### src/rtl/core/trp_pkg.sv
package trp_pkg;

  localparam logic [7:0] CH_LF    = 8'h0A;
  localparam logic [7:0] CH_TAB   = 8'h09;
  localparam logic [7:0] CH_DASH  = 8'h2D;
  localparam logic [7:0] CH_SPACE = 8'h20;
  localparam logic [7:0] CH_ZERO  = 8'h30;
  localparam logic [7:0] CH_NINE  = 8'h39;

  localparam logic [2:0] SUFFIX_DONE   = 3'd6;
  localparam logic [7:0] FIELD_CNT_MAX = 8'd255;
  localparam logic [4:0] LIMIT_RESET   = 5'd16;

  typedef struct packed {
    logic       done;
    logic       count_ok;
    logic       in_range;
    logic [7:0] total;
  } trp_sum_t;

  function automatic logic [7:0] suffix_char(input logic [2:0] idx);
    logic [7:0] c;
    case (idx)
      3'd0:    c = 8'h20;
      3'd1:    c = 8'h72;
      3'd2:    c = 8'h6F;
      3'd3:    c = 8'h77;
      3'd4:    c = 8'h73;
      3'd5:    c = 8'h2E;
      default: c = 8'h00;
    endcase
    return c;
  endfunction

endpackage

### src/rtl/core/trp_parse.sv
module trp_parse #(
  parameter int MAX_FIELDS  = 16,
  parameter int OFFSET_BITS = 16,
  parameter int COUNT_BITS  = 16,
  parameter int FIW         = 4,
  parameter int CW          = 5
) (
  input  logic                   clk,
  input  logic                   rst_n,
  input  logic                   acc,
  input  logic                   has_byte,
  input  logic [7:0]             data_byte,
  input  logic                   end_of_body,
  input  logic [COUNT_BITS-1:0]  wanted_row,
  input  logic                   cfg_wr_en,
  input  logic [4:0]             cfg_wr_data,
  input  logic [FIW-1:0]         rd_idx,
  output logic [OFFSET_BITS-1:0] rd_off,
  output logic [OFFSET_BITS-1:0] rd_len,
  output trp_pkg::trp_sum_t      sum,
  output logic [COUNT_BITS-1:0]  sum_rows,
  output logic [CW-1:0]          sum_nf
);
  import trp_pkg::*;

  typedef enum logic [2:0] {
    PH_FIRST, PH_SEEK, PH_ROWS, PH_NUM, PH_SUFFIX, PH_MATCHED, PH_FAILED
  } phase_t;

  localparam logic [OFFSET_BITS-1:0] OMAX = '1;
  localparam logic [COUNT_BITS-1:0]  CMAX = '1;
  localparam logic [7:0]             MAXF8 = 8'(MAX_FIELDS);

  phase_t                 phase_r, phase_nxt;
  logic                   dash_r, dash_nxt;
  logic                   hasb_r, hasb_nxt;
  logic [COUNT_BITS-1:0]  rows_r, rows_nxt;
  logic [COUNT_BITS-1:0]  tnum_r, tnum_nxt;
  logic                   tdig_r, tdig_nxt;
  logic [2:0]             sidx_r, sidx_nxt;
  logic [OFFSET_BITS-1:0] pos_r, pos_nxt;
  logic [OFFSET_BITS-1:0] fstart_r, fstart_nxt;
  logic [7:0]             fcnt_r, fcnt_nxt;
  logic [COUNT_BITS-1:0]  target_r, target_nxt;
  logic [CW-1:0]          scount_r, scount_nxt;
  logic                   open_r, open_nxt;
  logic [4:0]             lim_r;

  logic [OFFSET_BITS-1:0] off_mem [MAX_FIELDS];
  logic [OFFSET_BITS-1:0] len_mem [MAX_FIELDS];
  logic [OFFSET_BITS-1:0] rd_off_r;
  logic [OFFSET_BITS-1:0] rd_len_r;

  logic                   wr_en;
  logic [FIW-1:0]         wr_idx;
  logic [OFFSET_BITS-1:0] wr_off;
  logic [OFFSET_BITS-1:0] wr_len;

  always_comb begin
    logic                   rec;
    logic                   do_close;
    logic                   set_fs;
    logic [7:0]             fc_c;
    logic [CW-1:0]          sc_c;
    logic [OFFSET_BITS-1:0] fs_c;
    logic [OFFSET_BITS-1:0] fs_after;
    logic [7:0]             lim8;
    logic [COUNT_BITS+3:0]  v;

    phase_nxt  = phase_r;
    dash_nxt   = dash_r;
    hasb_nxt   = hasb_r;
    rows_nxt   = rows_r;
    tnum_nxt   = tnum_r;
    tdig_nxt   = tdig_r;
    sidx_nxt   = sidx_r;
    pos_nxt    = pos_r;
    fstart_nxt = fstart_r;
    fcnt_nxt   = fcnt_r;
    scount_nxt = scount_r;
    open_nxt   = open_r;
    target_nxt = open_r ? target_r : wanted_row;
    wr_en      = 1'b0;
    wr_idx     = '0;
    wr_off     = '0;
    wr_len     = '0;
    sum        = '0;
    sum_rows   = '0;
    sum_nf     = '0;

    rec      = (rows_r == target_nxt);
    do_close = 1'b0;
    set_fs   = 1'b0;
    fc_c     = fcnt_r;
    sc_c     = scount_r;
    fs_c     = fstart_r;
    fs_after = (pos_r < OMAX) ? pos_r + 1'b1 : OMAX;
    lim8     = ({3'b000, lim_r} > MAXF8) ? MAXF8 : {3'b000, lim_r};
    v        = ((COUNT_BITS+4)'(tnum_r) << 3) + ((COUNT_BITS+4)'(tnum_r) << 1)
               + (COUNT_BITS+4)'(data_byte[3:0]);

    if (acc) begin
      open_nxt = 1'b1;
      if (has_byte) begin
        pos_nxt = fs_after;
        case (phase_r)
          PH_FIRST: begin
            if (data_byte == CH_LF) begin
              phase_nxt = PH_SEEK;
              dash_nxt  = 1'b1;
              hasb_nxt  = 1'b0;
            end
          end
          PH_SEEK: begin
            if (data_byte == CH_LF) begin
              if (hasb_r && dash_r) phase_nxt = PH_ROWS;
              dash_nxt = 1'b1;
              hasb_nxt = 1'b0;
            end else begin
              hasb_nxt = 1'b1;
              if (data_byte != CH_DASH) dash_nxt = 1'b0;
            end
          end
          PH_ROWS: begin
            if (!hasb_r && data_byte == CH_LF) begin
              phase_nxt = PH_NUM;
            end else begin
              if (!hasb_r) begin
                hasb_nxt = 1'b1;
                if (rec) begin
                  fs_c = pos_r;
                  fc_c = '0;
                  sc_c = '0;
                end
              end
              if (data_byte == CH_LF) begin
                do_close = rec;
                if (rows_r < CMAX) rows_nxt = rows_r + 1'b1;
                hasb_nxt = 1'b0;
              end else if (data_byte == CH_TAB && rec) begin
                do_close = 1'b1;
                set_fs   = 1'b1;
              end
            end
          end
          PH_NUM: begin
            if (data_byte >= CH_ZERO && data_byte <= CH_NINE) begin
              tnum_nxt = (v < (COUNT_BITS+4)'(CMAX)) ? v[COUNT_BITS-1:0] : CMAX;
              tdig_nxt = 1'b1;
            end else if (data_byte == CH_SPACE && !tdig_r) begin
              tdig_nxt = 1'b0;
            end else if (data_byte == CH_SPACE) begin
              sidx_nxt  = 3'd1;
              phase_nxt = PH_SUFFIX;
            end else begin
              phase_nxt = PH_FAILED;
            end
          end
          PH_SUFFIX: begin
            if (sidx_r < SUFFIX_DONE && data_byte == suffix_char(sidx_r)) begin
              sidx_nxt = sidx_r + 1'b1;
              if (sidx_r + 1'b1 == SUFFIX_DONE) phase_nxt = PH_MATCHED;
            end else begin
              phase_nxt = PH_FAILED;
            end
          end
          default: begin
            phase_nxt = phase_r;
          end
        endcase

        fstart_nxt = set_fs ? fs_after : fs_c;
        fcnt_nxt   = fc_c;
        scount_nxt = sc_c;
        if (do_close) begin
          if (fc_c < lim8 && fc_c == 8'(sc_c)) begin
            wr_en      = 1'b1;
            wr_idx     = FIW'(fc_c);
            wr_off     = fs_c;
            wr_len     = (pos_r >= fs_c) ? pos_r - fs_c : '0;
            scount_nxt = CW'(fc_c + 8'd1);
          end
          if (fc_c < FIELD_CNT_MAX) fcnt_nxt = fc_c + 8'd1;
        end
      end

      if (end_of_body) begin
        sum.done     = 1'b1;
        sum.count_ok = (phase_nxt == PH_MATCHED) && (tnum_nxt != CMAX)
                       && (tnum_nxt == rows_nxt);
        sum.in_range = (target_nxt < rows_nxt);
        sum.total    = fcnt_nxt;
        sum_rows     = rows_nxt;
        sum_nf       = scount_nxt;
        phase_nxt    = PH_FIRST;
        dash_nxt     = 1'b1;
        hasb_nxt     = 1'b0;
        rows_nxt     = '0;
        tnum_nxt     = '0;
        tdig_nxt     = 1'b0;
        sidx_nxt     = '0;
        pos_nxt      = '0;
        fstart_nxt   = '0;
        fcnt_nxt     = '0;
        target_nxt   = '0;
        scount_nxt   = '0;
        open_nxt     = 1'b0;
      end
    end else begin
      target_nxt = target_r;
    end
  end

  always_ff @(posedge clk) begin
    if (!rst_n) begin
      phase_r  <= PH_FIRST;
      dash_r   <= 1'b1;
      hasb_r   <= 1'b0;
      rows_r   <= '0;
      tnum_r   <= '0;
      tdig_r   <= 1'b0;
      sidx_r   <= '0;
      pos_r    <= '0;
      fstart_r <= '0;
      fcnt_r   <= '0;
      target_r <= '0;
      scount_r <= '0;
      open_r   <= 1'b0;
      lim_r    <= LIMIT_RESET;
    end else begin
      phase_r  <= phase_nxt;
      dash_r   <= dash_nxt;
      hasb_r   <= hasb_nxt;
      rows_r   <= rows_nxt;
      tnum_r   <= tnum_nxt;
      tdig_r   <= tdig_nxt;
      sidx_r   <= sidx_nxt;
      pos_r    <= pos_nxt;
      fstart_r <= fstart_nxt;
      fcnt_r   <= fcnt_nxt;
      target_r <= target_nxt;
      scount_r <= scount_nxt;
      open_r   <= open_nxt;
      if (cfg_wr_en) lim_r <= cfg_wr_data;
    end
  end

  always_ff @(posedge clk) begin
    if (wr_en) begin
      off_mem[wr_idx] <= wr_off;
      len_mem[wr_idx] <= wr_len;
    end
    rd_off_r <= off_mem[rd_idx];
    rd_len_r <= len_mem[rd_idx];
  end

  assign rd_off = rd_off_r;
  assign rd_len = rd_len_r;

endmodule

### src/rtl/core/trp_emit.sv
module trp_emit #(
  parameter int OFFSET_BITS = 16,
  parameter int COUNT_BITS  = 16,
  parameter int FIW         = 4,
  parameter int CW          = 5
) (
  input  logic                         clk,
  input  logic                         rst_n,
  input  trp_pkg::trp_sum_t            sum,
  input  logic [COUNT_BITS-1:0]        sum_rows,
  input  logic [CW-1:0]                sum_nf,
  output logic [FIW-1:0]               rd_idx,
  input  logic [OFFSET_BITS-1:0]       rd_off,
  input  logic [OFFSET_BITS-1:0]       rd_len,
  output logic                         busy,
  output logic                         out_valid,
  input  logic                         out_ready,
  output logic                         out_is_field,
  output logic signed [COUNT_BITS:0]   out_row_count,
  output logic signed [8:0]            out_field_total,
  output logic [FIW-1:0]               out_field_index,
  output logic [OFFSET_BITS-1:0]       out_field_offset,
  output logic [OFFSET_BITS-1:0]       out_field_length,
  output logic                         out_last
);
  import trp_pkg::*;

  logic                        busy_r;
  logic                        out_valid_r;
  logic [CW-1:0]               idx_r;
  logic signed [COUNT_BITS:0]  cnt_r;
  logic signed [8:0]           tot_r;
  logic [CW-1:0]               nf_r;
  logic                        load;
  logic                        last_now;
  logic                        ok_row;
  logic [CW-1:0]               rd_sel;

  logic                        is_field_r;
  logic signed [COUNT_BITS:0]  row_count_r;
  logic signed [8:0]           field_total_r;
  logic [FIW-1:0]              field_index_r;
  logic [OFFSET_BITS-1:0]      field_offset_r;
  logic [OFFSET_BITS-1:0]      field_length_r;
  logic                        last_r;

  assign load     = busy_r && (!out_valid_r || out_ready);
  assign last_now = (idx_r == nf_r);
  // prefetch the entry for the next field word
  assign rd_sel   = load ? idx_r : idx_r - CW'(1);
  assign rd_idx   = FIW'(rd_sel);
  assign ok_row   = sum.count_ok && sum.in_range;

  always_ff @(posedge clk) begin
    if (!rst_n) begin
      busy_r      <= 1'b0;
      out_valid_r <= 1'b0;
      idx_r       <= '0;
    end else begin
      if (load) out_valid_r <= 1'b1;
      else if (out_ready) out_valid_r <= 1'b0;
      if (sum.done) begin
        busy_r <= 1'b1;
        idx_r  <= '0;
      end else if (load) begin
        idx_r <= idx_r + CW'(1);
        if (last_now) busy_r <= 1'b0;
      end
    end
  end

  always_ff @(posedge clk) begin
    if (sum.done) begin
      cnt_r <= sum.count_ok ? {1'b0, sum_rows} : '1;
      tot_r <= ok_row ? {1'b0, sum.total} : '1;
      nf_r  <= ok_row ? sum_nf : '0;
    end
    if (load) begin
      is_field_r     <= (idx_r != '0);
      row_count_r    <= cnt_r;
      field_total_r  <= tot_r;
      last_r         <= last_now;
      if (idx_r == '0) begin
        field_index_r  <= '0;
        field_offset_r <= '0;
        field_length_r <= '0;
      end else begin
        field_index_r  <= FIW'(idx_r - CW'(1));
        field_offset_r <= rd_off;
        field_length_r <= rd_len;
      end
    end
  end

  assign busy             = busy_r;
  assign out_valid        = out_valid_r;
  assign out_is_field     = is_field_r;
  assign out_row_count    = row_count_r;
  assign out_field_total  = field_total_r;
  assign out_field_index  = field_index_r;
  assign out_field_offset = field_offset_r;
  assign out_field_length = field_length_r;
  assign out_last         = last_r;

endmodule

### src/rtl/core/tab_table_reply_parser_core.sv
// table reply parser: scans a reply body one byte per word on the in_ channel,
// finds the dashed rule line, counts rows up to the blank line and checks the
// trailer "<n> rows.", recording tab-separated field positions of in_wanted_row.
// cfg_wr_en/cfg_wr_data set how many field positions are kept (reset 16).
// throughput: one input word per cycle while no results are pending; a word
// without end_of_body produces nothing. a word with end_of_body produces one
// summary word and then up to field_limit field words, the last one flagged.
// output: taking the end word sets the busy register; the summary is then loaded
// into the single out_ channel output register, and the field words follow it
// one at a time through that register. in_ready drops for the whole reply, from
// the cycle after the end word until the last result is loaded; a stall on
// out_ready holds the output register and stretches that window while it lasts.
// reset: synchronous, active low; clears all parser state, drops out_valid
// and sets the field limit to 16. stored field positions are not cleared.
module tab_table_reply_parser_core #(
  parameter int MAX_FIELDS  = 16,
  parameter int OFFSET_BITS = 16,
  parameter int COUNT_BITS  = 16,
  localparam int FIW = (MAX_FIELDS > 1) ? $clog2(MAX_FIELDS) : 1,
  localparam int CW  = $clog2(MAX_FIELDS + 1)
) (
  input  logic                       clk,
  input  logic                       rst_n,
  input  logic                       in_valid,
  output logic                       in_ready,
  input  logic                       in_has_byte,
  input  logic [7:0]                 in_data_byte,
  input  logic                       in_end_of_body,
  input  logic [COUNT_BITS-1:0]      in_wanted_row,
  output logic                       out_valid,
  input  logic                       out_ready,
  output logic                       out_is_field,
  output logic signed [COUNT_BITS:0] out_row_count,
  output logic signed [8:0]          out_field_total,
  output logic [FIW-1:0]             out_field_index,
  output logic [OFFSET_BITS-1:0]     out_field_offset,
  output logic [OFFSET_BITS-1:0]     out_field_length,
  output logic                       out_last,
  input  logic                       cfg_wr_en,
  input  logic [4:0]                 cfg_wr_data
);
  import trp_pkg::*;

  trp_sum_t               sum;
  logic [COUNT_BITS-1:0]  sum_rows;
  logic [CW-1:0]          sum_nf;
  logic [FIW-1:0]         rd_idx;
  logic [OFFSET_BITS-1:0] rd_off;
  logic [OFFSET_BITS-1:0] rd_len;
  logic                   busy;
  logic                   acc;

  assign in_ready = !busy;
  assign acc      = in_valid && in_ready;

  trp_parse #(
    .MAX_FIELDS (MAX_FIELDS),
    .OFFSET_BITS(OFFSET_BITS),
    .COUNT_BITS (COUNT_BITS),
    .FIW        (FIW),
    .CW         (CW)
  ) u_parse (
    .clk        (clk),
    .rst_n      (rst_n),
    .acc        (acc),
    .has_byte   (in_has_byte),
    .data_byte  (in_data_byte),
    .end_of_body(in_end_of_body),
    .wanted_row (in_wanted_row),
    .cfg_wr_en  (cfg_wr_en),
    .cfg_wr_data(cfg_wr_data),
    .rd_idx     (rd_idx),
    .rd_off     (rd_off),
    .rd_len     (rd_len),
    .sum        (sum),
    .sum_rows   (sum_rows),
    .sum_nf     (sum_nf)
  );

  trp_emit #(
    .OFFSET_BITS(OFFSET_BITS),
    .COUNT_BITS (COUNT_BITS),
    .FIW        (FIW),
    .CW         (CW)
  ) u_emit (
    .clk             (clk),
    .rst_n           (rst_n),
    .sum             (sum),
    .sum_rows        (sum_rows),
    .sum_nf          (sum_nf),
    .rd_idx          (rd_idx),
    .rd_off          (rd_off),
    .rd_len          (rd_len),
    .busy            (busy),
    .out_valid       (out_valid),
    .out_ready       (out_ready),
    .out_is_field    (out_is_field),
    .out_row_count   (out_row_count),
    .out_field_total (out_field_total),
    .out_field_index (out_field_index),
    .out_field_offset(out_field_offset),
    .out_field_length(out_field_length),
    .out_last        (out_last)
  );

endmodule

### config.mk
export PLATFORM = sky130hd
export DESIGN_NAME = tab_table_reply_parser_core
export DESIGN_NICKNAME = d
export VERILOG_FILES = /design/src/rtl/core/trp_pkg.sv /design/src/rtl/core/trp_parse.sv /design/src/rtl/core/trp_emit.sv /design/src/rtl/core/tab_table_reply_parser_core.sv
export SDC_FILE = /design/constraint.sdc
export NUM_CORES = 1
export LEC_CHECK = 0
export ABC_AREA = 1
export BUFFER_PORTS_ARGS = -buffer_cell sky130_fd_sc_hd__clkbuf_2
export CELL_PAD_IN_SITES_DETAIL_PLACEMENT = 1
export CELL_PAD_IN_SITES_GLOBAL_PLACEMENT = 1
export CORE_MARGIN = 2
export CORE_UTILIZATION = 50
export CTS_BUF_LIST = sky130_fd_sc_hd__clkbuf_8
export DETAILED_ROUTE_END_ITERATION = 10
export HOLD_SLACK_MARGIN = 0.15
export PLACE_DENSITY_LB_ADDON = 0.1
export SLEW_MARGIN = 20
export SYNTH_ARGS = -nofsm -noshare
export SYNTH_HDL_FRONTEND = slang
export SYNTH_SLANG_ARGS = --single-unit
export TNS_END_PERCENT = 30
### constraint.sdc
create_clock -name clk -period 12.2 [get_ports clk]
set_input_delay 0.61 -clock clk [delete_from_list [all_inputs] [get_ports clk]]
set_output_delay 0.61 -clock clk [all_outputs]
set_load 0.05 [all_outputs]
# Word level (Yosys, flattened, before mapping)
# Memory sizes are Yosys's and may differ from the RTL's. A register that Yosys moved wholly into a read port is not among the register bits.
# Cells that the tools add are included.
[totals] out_inout_bits=66 mem_bits_rw=512 memories=2 wordCells=250 in_bits=36 regBits=210
[mem_list] name="u_parse.len_mem" words=16 word_bits=16 rd=1 rd_clocked_by_memory_dff=1 wr=1 line="trp_parse.sv:50" source="logic [OFFSET_BITS-1:0] len_mem [MAX_FIELDS];"
[mem_list] name="u_parse.off_mem" words=16 word_bits=16 rd=1 rd_clocked_by_memory_dff=1 wr=1 line="trp_parse.sv:49" source="logic [OFFSET_BITS-1:0] off_mem [MAX_FIELDS];"
[op_classes] n_bitwise=1 addsub=9 eq_ne=28 reduce_logical=38 n_mux=132 n_lt_le_gt_ge=11
[op_table] cell="16-bit two-way mux" n=38
[op_table] cell="8-bit two-way mux" n=13
[op_table] cell="5-bit two-way mux" n=11
[op_table] cell="3-bit two-way mux" n=17
[op_table] cell="7-bit case mux with 6 select lines" n=1
[op_table] cell="1-bit two-way mux" n=38
[op_table] cell="16-bit by 1-bit adder with 16-bit output (second input constant)" n=2
[op_table] cell="16-bit equality test" n=2
[op_table] cell="16-bit less-than comparator (second input constant)" n=2
[op_table] cell="11-bit two-way mux" n=2
[op_table] cell="19-bit by 17-bit adder with 20-bit output" n=1
[op_table] cell="20-bit by 4-bit adder with 20-bit output" n=1
[op_table] cell="20-bit by 16-bit less-than comparator with 1-bit output (second input constant)" n=1
[op_table] cell="4-bit two-way mux" n=5
[op_table] cell="17-bit two-way mux" n=1
[op_table] cell="8-bit by 4-bit equality test with 1-bit output (second input constant)" n=2
[op_table] cell="16-bit >= comparator" n=1
[op_table] cell="16-bit less-than comparator" n=1
[op_table] cell="16-bit != test (second input constant)" n=1
[op_table] cell="16-bit subtractor" n=1
[op_table] cell="3-bit equality test (second input constant)" n=5
[op_table] cell="3-bit case mux with 5 select lines" n=1
[op_table] cell="3-bit by 2-bit equality test with 1-bit output (second input constant)" n=4
[op_table] cell="1-bit logical AND" n=12
[op_table] cell="other kinds (39)" n=56

# Depth between registers and ports, before layout
[logic_depth] depth_word=18 ltp_mapped=36 depth_no_buf=31

# Cells and area by module
# From an unflattened synthesis, not the netlist that was laid out.
[hier_totals] hier_cells=3434 area_unflattened_um2=35231.3
[by_module_without_submodules] mod="trp_parse" area_per_inst_um2=31123.6 n_inst=1 seq_area_each_um2=18177.4 cells_per_inst=3150
[by_module_without_submodules] mod="trp_emit" area_per_inst_um2=4093.9 n_inst=1 seq_area_each_um2=2992.9 cells_per_inst=281
[by_module_without_submodules] mod="tab_table_reply_parser_core" area_per_inst_um2=13.8 n_inst=1 seq_area_each_um2=0.0 cells_per_inst=3

# Worst setup path before layout
# No wires, ideal clock.
[synth_timing] path_type="input port to flip-flop" start="in out_ready" end="reg u_parse.rd_off_r[12], in the netlist u_parse.rd_off[12], read port of u_parse.off_mem" required_time_ns=12.086 n_path_buf=2 setup_slack_ns=6.149 t_arrival_ns=5.938 stages=13 setup_time_ns=0.114 path_cell_list="inv_1 nand2_1 inv_1 nor2_1 clkinv_1 nor2_1 nor2_1 inv_1 clkbuf_1 buf_1 o221ai_1 nand3_1 nand2_1"
[synth_via] elab_chain_cells=3
[synth_lines] element="start: declaration" line="tab_table_reply_parser_core.sv:31" source="input logic out_ready,"
[synth_lines] element="1-bit logical OR" line="trp_emit.sv:47" source="assign load = busy_r && (!out_valid_r || out_ready);"
[synth_lines] element="1-bit logical AND" line="trp_emit.sv:47"
[synth_lines] element="named net u_emit.load" line="trp_emit.sv:34" source="logic load;"
[synth_lines] element="4-bit two-way mux" line="trp_emit.sv:50" source="assign rd_sel = load ? idx_r : idx_r - CW'(1);"
[synth_lines] element="end: declaration" line="trp_parse.sv:51" source="logic [OFFSET_BITS-1:0] rd_off_r;"
# The timed path passes the listed nets, and every way through them passes these cells.
# A chain may end at the register's enable or synchronous reset.

# Worst setup path after layout
[layout_timing] start="reg u_parse.open_r" end="mem u_parse.len_mem[12][6], data pin"
[layout_via] elab_chain_cells=14 elab_cells_between_ends=37 cone_classes="add/sub: 1; order compare: 2; eq/ne: 2; mux: 30; reduce/logical: 2"
[layout_lines] element="start: declaration" line="trp_parse.sv:46" source="logic open_r, open_nxt;"
[layout_lines] element="start signal: assignment" line="trp_parse.sv:243" source="open_r <= open_nxt;"
[layout_lines] element="16-bit two-way mux (*)" line="trp_parse.sv:82" source="target_nxt = open_r ? target_r : wanted_row;"
[layout_lines] element="16-bit equality test (*)" line="trp_parse.sv:91" source="rec = (rows_r == target_nxt);"
[layout_lines] element="16-bit two-way mux, or another cell as far along" line="trp_parse.sv:130" source="if (rec) begin"
[layout_lines] element="16-bit two-way mux, or another cell as far along" line="trp_parse.sv:128" source="if (!hasb_r) begin"
[layout_lines] element="16-bit two-way mux, or another cell as far along" line="trp_parse.sv:125" source="if (!hasb_r && data_byte == CH_LF) begin"
[layout_lines] element="16-bit two-way mux, or another cell as far along" line="trp_parse.sv:106" source="case (phase_r)"
[layout_lines] element="16-bit two-way mux, or another cell as far along" line="trp_parse.sv:104" source="if (has_byte) begin"
[layout_lines] element="16-bit two-way mux, or another cell as far along" line="trp_parse.sv:102" source="if (acc) begin"
[layout_lines] element="16-bit subtractor, or another cell as far along" line="trp_parse.sv:180" source="wr_len = (pos_r >= fs_c) ? pos_r - fs_c : '0;"
[layout_lines] element="16-bit two-way mux or 1-bit logical AND (tied branches)" line="trp_parse.sv:180, trp_parse.sv:176"
[layout_lines] element="16-bit two-way mux" line="trp_parse.sv:176" source="if (fc_c < lim8 && fc_c == 8'(sc_c)) begin"
[layout_lines] element="16-bit two-way mux (*)" line="trp_parse.sv:175" source="if (do_close) begin"
[layout_lines] element="16-bit two-way mux (*)" line="trp_parse.sv:104"
[layout_lines] element="16-bit two-way mux (*)" line="trp_parse.sv:102"
[layout_lines] element="named net u_parse.wr_len[6]" line="trp_parse.sv:57" source="logic [OFFSET_BITS-1:0] wr_len;"
[layout_lines] element="end: declaration" line="trp_parse.sv:50"
# The timed path passes the listed nets; every way through them passes the cells marked *. The select of a mux whose other input is x is not followed.

==> qor.csv <==
stage,metric,value,unit
pwr,power_density,144.7,nW/µm²
place,io_buffers,101,
worst_hold_path,hold_class,in2reg,
synthesis,netlist.area_leader.share,52.96,%
routing,finalWirelength,109100,µm
synthesis,synth_area,34410,µm²
synthesis,synth_ff_type,edfxtp_1,
pwr,p_leak,0.01484,µW
routing,first_iter_violations,2246,
routing,final_antenna_net_count,0,
sta,layout_min_cycle_time,6754,ps
sta,drv_slew,0,
floorplan,boundaryPins,102,
critical_path,end_kind,register,
clocking,cts_buffers,121,
sta,worstMarginPinSlew,1151,ps
clocking,clock-sinks,754,
pwr,pwr-share-seq,50.9,%
sta,finalSetupTns,0,ps
floorplan,die_x,266.4,µm
pwr,p_sw_share,26.88,%
clocking,cts-root-buf,clkbuf_8,
final_layout,layout_commonest_cell,nand2_1,
pwr,ir_drop,0.08619,mV
pwr,p_sw,1492,µW
sta,fin_skew,45.90,ps
sta,setup_ws,5446,ps
sta,finalHoldViolCount,0,
place,dp_cells,4338,
critical_path,crit_arrival,7150,ps
critical_path,cp_common_cell,nand2_1,
critical_path,r2r_cells,30,
routing,routed_via_density,5.893,
final_layout,stdcell_count,4575,
place,dp_hpwl,66900,µm
synthesis,netlist-cell-type-count,54,
place,gp_congestion,0.9378,
clocking,cts_buffer_depth,3,
global_routing,grt-ovfl-total,0,
pwr,pwr-share-clk,38.3,%
final_layout,final_cell_mix,"nand2_1, edfxtp_1, nor2_1, o21ai_0, inv_1",
floorplan,rows,96,
routing,dr_total_vias,26961,
synthesis,synth_top_cell_by_area,edfxtp_1,
synthesis,ys_ff_latch,754,
critical_path,reg2reg_to,u_parse.len_mem[12][6]$_DFFE_PP_,
clocking,htree_levels,3,
global_routing,grt_max_degree,109,
clocking,clk_pin_slew,60,ps
floorplan,die_y,266.4,µm
synthesis,ys_async_sr_fraction,0,%
outcome,outcome,completed,
final_layout,layout.nets,3702,
pwr,internal-power,4058,µW
routing,drc_errors,0,
critical_path,path_delay_family,simple AND/OR/NAND/NOR gates,
synthesis,synth.avg_cell_area,9.912,µm²
final_layout,post-route-util,56.11,%
critical_path,path_max_fanout,28,
final_layout,layout-drive-gt1-share,11.29,%
global_routing,grt_pass1_wl,165300,µm
sta,setup_viol,0,
critical_path,reg2reg_slack,5450,ps
critical_path,r2r-start,u_parse.open_r$_SDFFE_PN0P_,
synthesis,syn_inst,3472,
job,maxCapViolations,0,
clocking,clk_latency,770,ps
final_layout,syn2layout_area_growth,11.42,%
routing,firstDrtPassIters,5,
place,post-place-ws,5711,ps
synthesis,synth_edf_count,607,
critical_path,path_class,reg2reg,
critical_path,cp.buffers_inverters,3,
sta,fmax,0.1481,GHz
critical_path,critPathSlowestCell,nor2_1,
floorplan,initial_core_util,50.35,%
sta,rsz0062_at_grt,false,
synthesis,syn_nets,3588,
global_routing,antenna_found_initial,3,
critical_path,critPathRequiredTime,12600,ps
synthesis,synth_area_leaders,"edfxtp_1, dfxtp_1, nand2_1, nor2_1, o21ai_0",
floorplan,core_area,68350,µm²
worst_hold_path,hold_depth,3,
critical_path,crit_path_max_incr_delay,900,ps
sta,max-slew-margin-rel,22.97,%
critical_path,start_kind,register,
clocking,cts_tree,yes,
synthesis,ys_warn_count,0,
floorplan,dieArea,70940,µm²
global_routing,first_global_vias,28285,
pwr,p_comb_share,10.8,%
worst_hold_path,holdCritStartpoint,cfg_wr_en,
worst_hold_path,min_to,u_parse.lim_r[3]$_SDFFE_PN0P_,
routing,wl_per_cell,23.84,µm
sta,fin_crit_sh,55.36,%
synthesis,yosysSeqAreaShare,61.52,%
global_routing,grt.total_usage,30.64,%
-- routing by layer --
layer  global-route usage (%)  wire (µm)  up-vias
li1                         -          -    12314
met1                    37.29      43850    13513
met2                    54.15      54980      845
met3                    4.039       5550      285
met4                    13.97       4665        4
met5                        0         26        -
-- layout make-up --
type,count,area [µm²]
diodes,1,2.502
well taps,882,1104
clock buffers,138,1899
repair buffers,150,890.9
flip-flops and latches,754,21170
multi-input cells,2286,11750
clock inverters,91,486.7
inverters,273,1039
fillers,7560,30000
-- state kept, by name (all words and copies together), names as in the netlist, 17 cells and up --
| name | flops |
|---|---|
| u_parse.len_mem | 256 |
| u_parse.off_mem | 256 |
| u_emit.cnt_r | 17 |
| u_emit.out_row_count | 17 |
-- power by group through the flow --
| stage | logic [µW] | clock network [µW] | registers [µW] |
|---|---|---|---|
| floorplan | 366 | 0 | 2900 |
| global placement | 558 | 0 | 2880 |
| detailed placement | 592 | 0 | 2880 |
| CTS | 600 | 2160 | 2820 |
| global route | 658 | 2270 | 2830 |
| finish | 600 | 2130 | 2820 |
-- worst register-to-register path: cells and delay by family (launching register included) --
kind / cells / cell delay, ps
adders and majority gates: 1 / 430
AOI/OAI and AO/OA: 4 / 700
buffers and inverters: 3 / 1040
DFF: 1 / 840
and+or+nand+nor: 22 / 3380
-- worst max-delay path by stage --
stage	cells past startpoint	slack [ps]	end	start
2_1_floorplan	13	6150	u_parse.rd_off[12]$_DFF_P_	out_ready
3_3_place_gp	30	6050	u_parse.len_mem[11][6]$_DFFE_PP_	u_parse.open_r$_SDFFE_PN0P_
3_5_place_dp	30	5710	u_parse.len_mem[10][1]$_DFFE_PP_	u_parse.open_r$_SDFFE_PN0P_
4_1_cts	30	5660	u_parse.len_mem[10][3]$_DFFE_PP_	u_parse.open_r$_SDFFE_PN0P_
5_1_grt	30	4940	u_parse.len_mem[12][6]$_DFFE_PP_	u_parse.open_r$_SDFFE_PN0P_
6_report	30	5450	u_parse.len_mem[12][6]$_DFFE_PP_	u_parse.open_r$_SDFFE_PN0P_
-- kinds of logic (layout without fill, tap and decap cells) --
| kind of cell | Yosys count | count (layout) | synth area share, % |
|---|---|---|---|
| multiplexers | 2 | 2 | 0.05817 |
| buffers and inverters | 432 | 652 | 4.930 |
| adder cells (fa/ha/maj) | 80 | 80 | 2.974 |
| AND/OR/NAND/NOR | 1465 | 1465 | 17.93 |
| XOR/XNOR | 39 | 39 | 1.036 |
| flip-flops | 754 | 754 | 61.52 |
| AO/OA/AOI/OAI | 700 | 700 | 11.56 |
| other | 0 | 1 | 0 |
-- synth_stat cells, types with 21 or more instances --
library cell and number:
o221ai_1 62, nand2_2 21, dfxtp_1 147, xor2_1 25, clkbuf_1 135, a21oi_1 155, nand2_1 622, nand4_1 27
o22ai_1 67, ha_1 77, inv_1 263, o21ai_0 365, edfxtp_1 607, nand3_1 201, nor2_1 515
-- what timing repair did --
action	in CTS	in global routing
hold buffers	7	0
hold endpoints to repair	6	0
buffers inserted	0	0
gates resized for setup	0	0
-- metrics by stage --
stage                     power [µW]  hold slack (ps)  cell area, µm²
final                           5549            227.2           38350
after global routing            5756            261.2           38350
after CTS                       5582            176.7           38330
after detailed placement        3470            411.9           35870
after global placement          3435            408.2           35870
after floorplan                 3269            400.3           34410
Power figures use the tool's default switching activity.
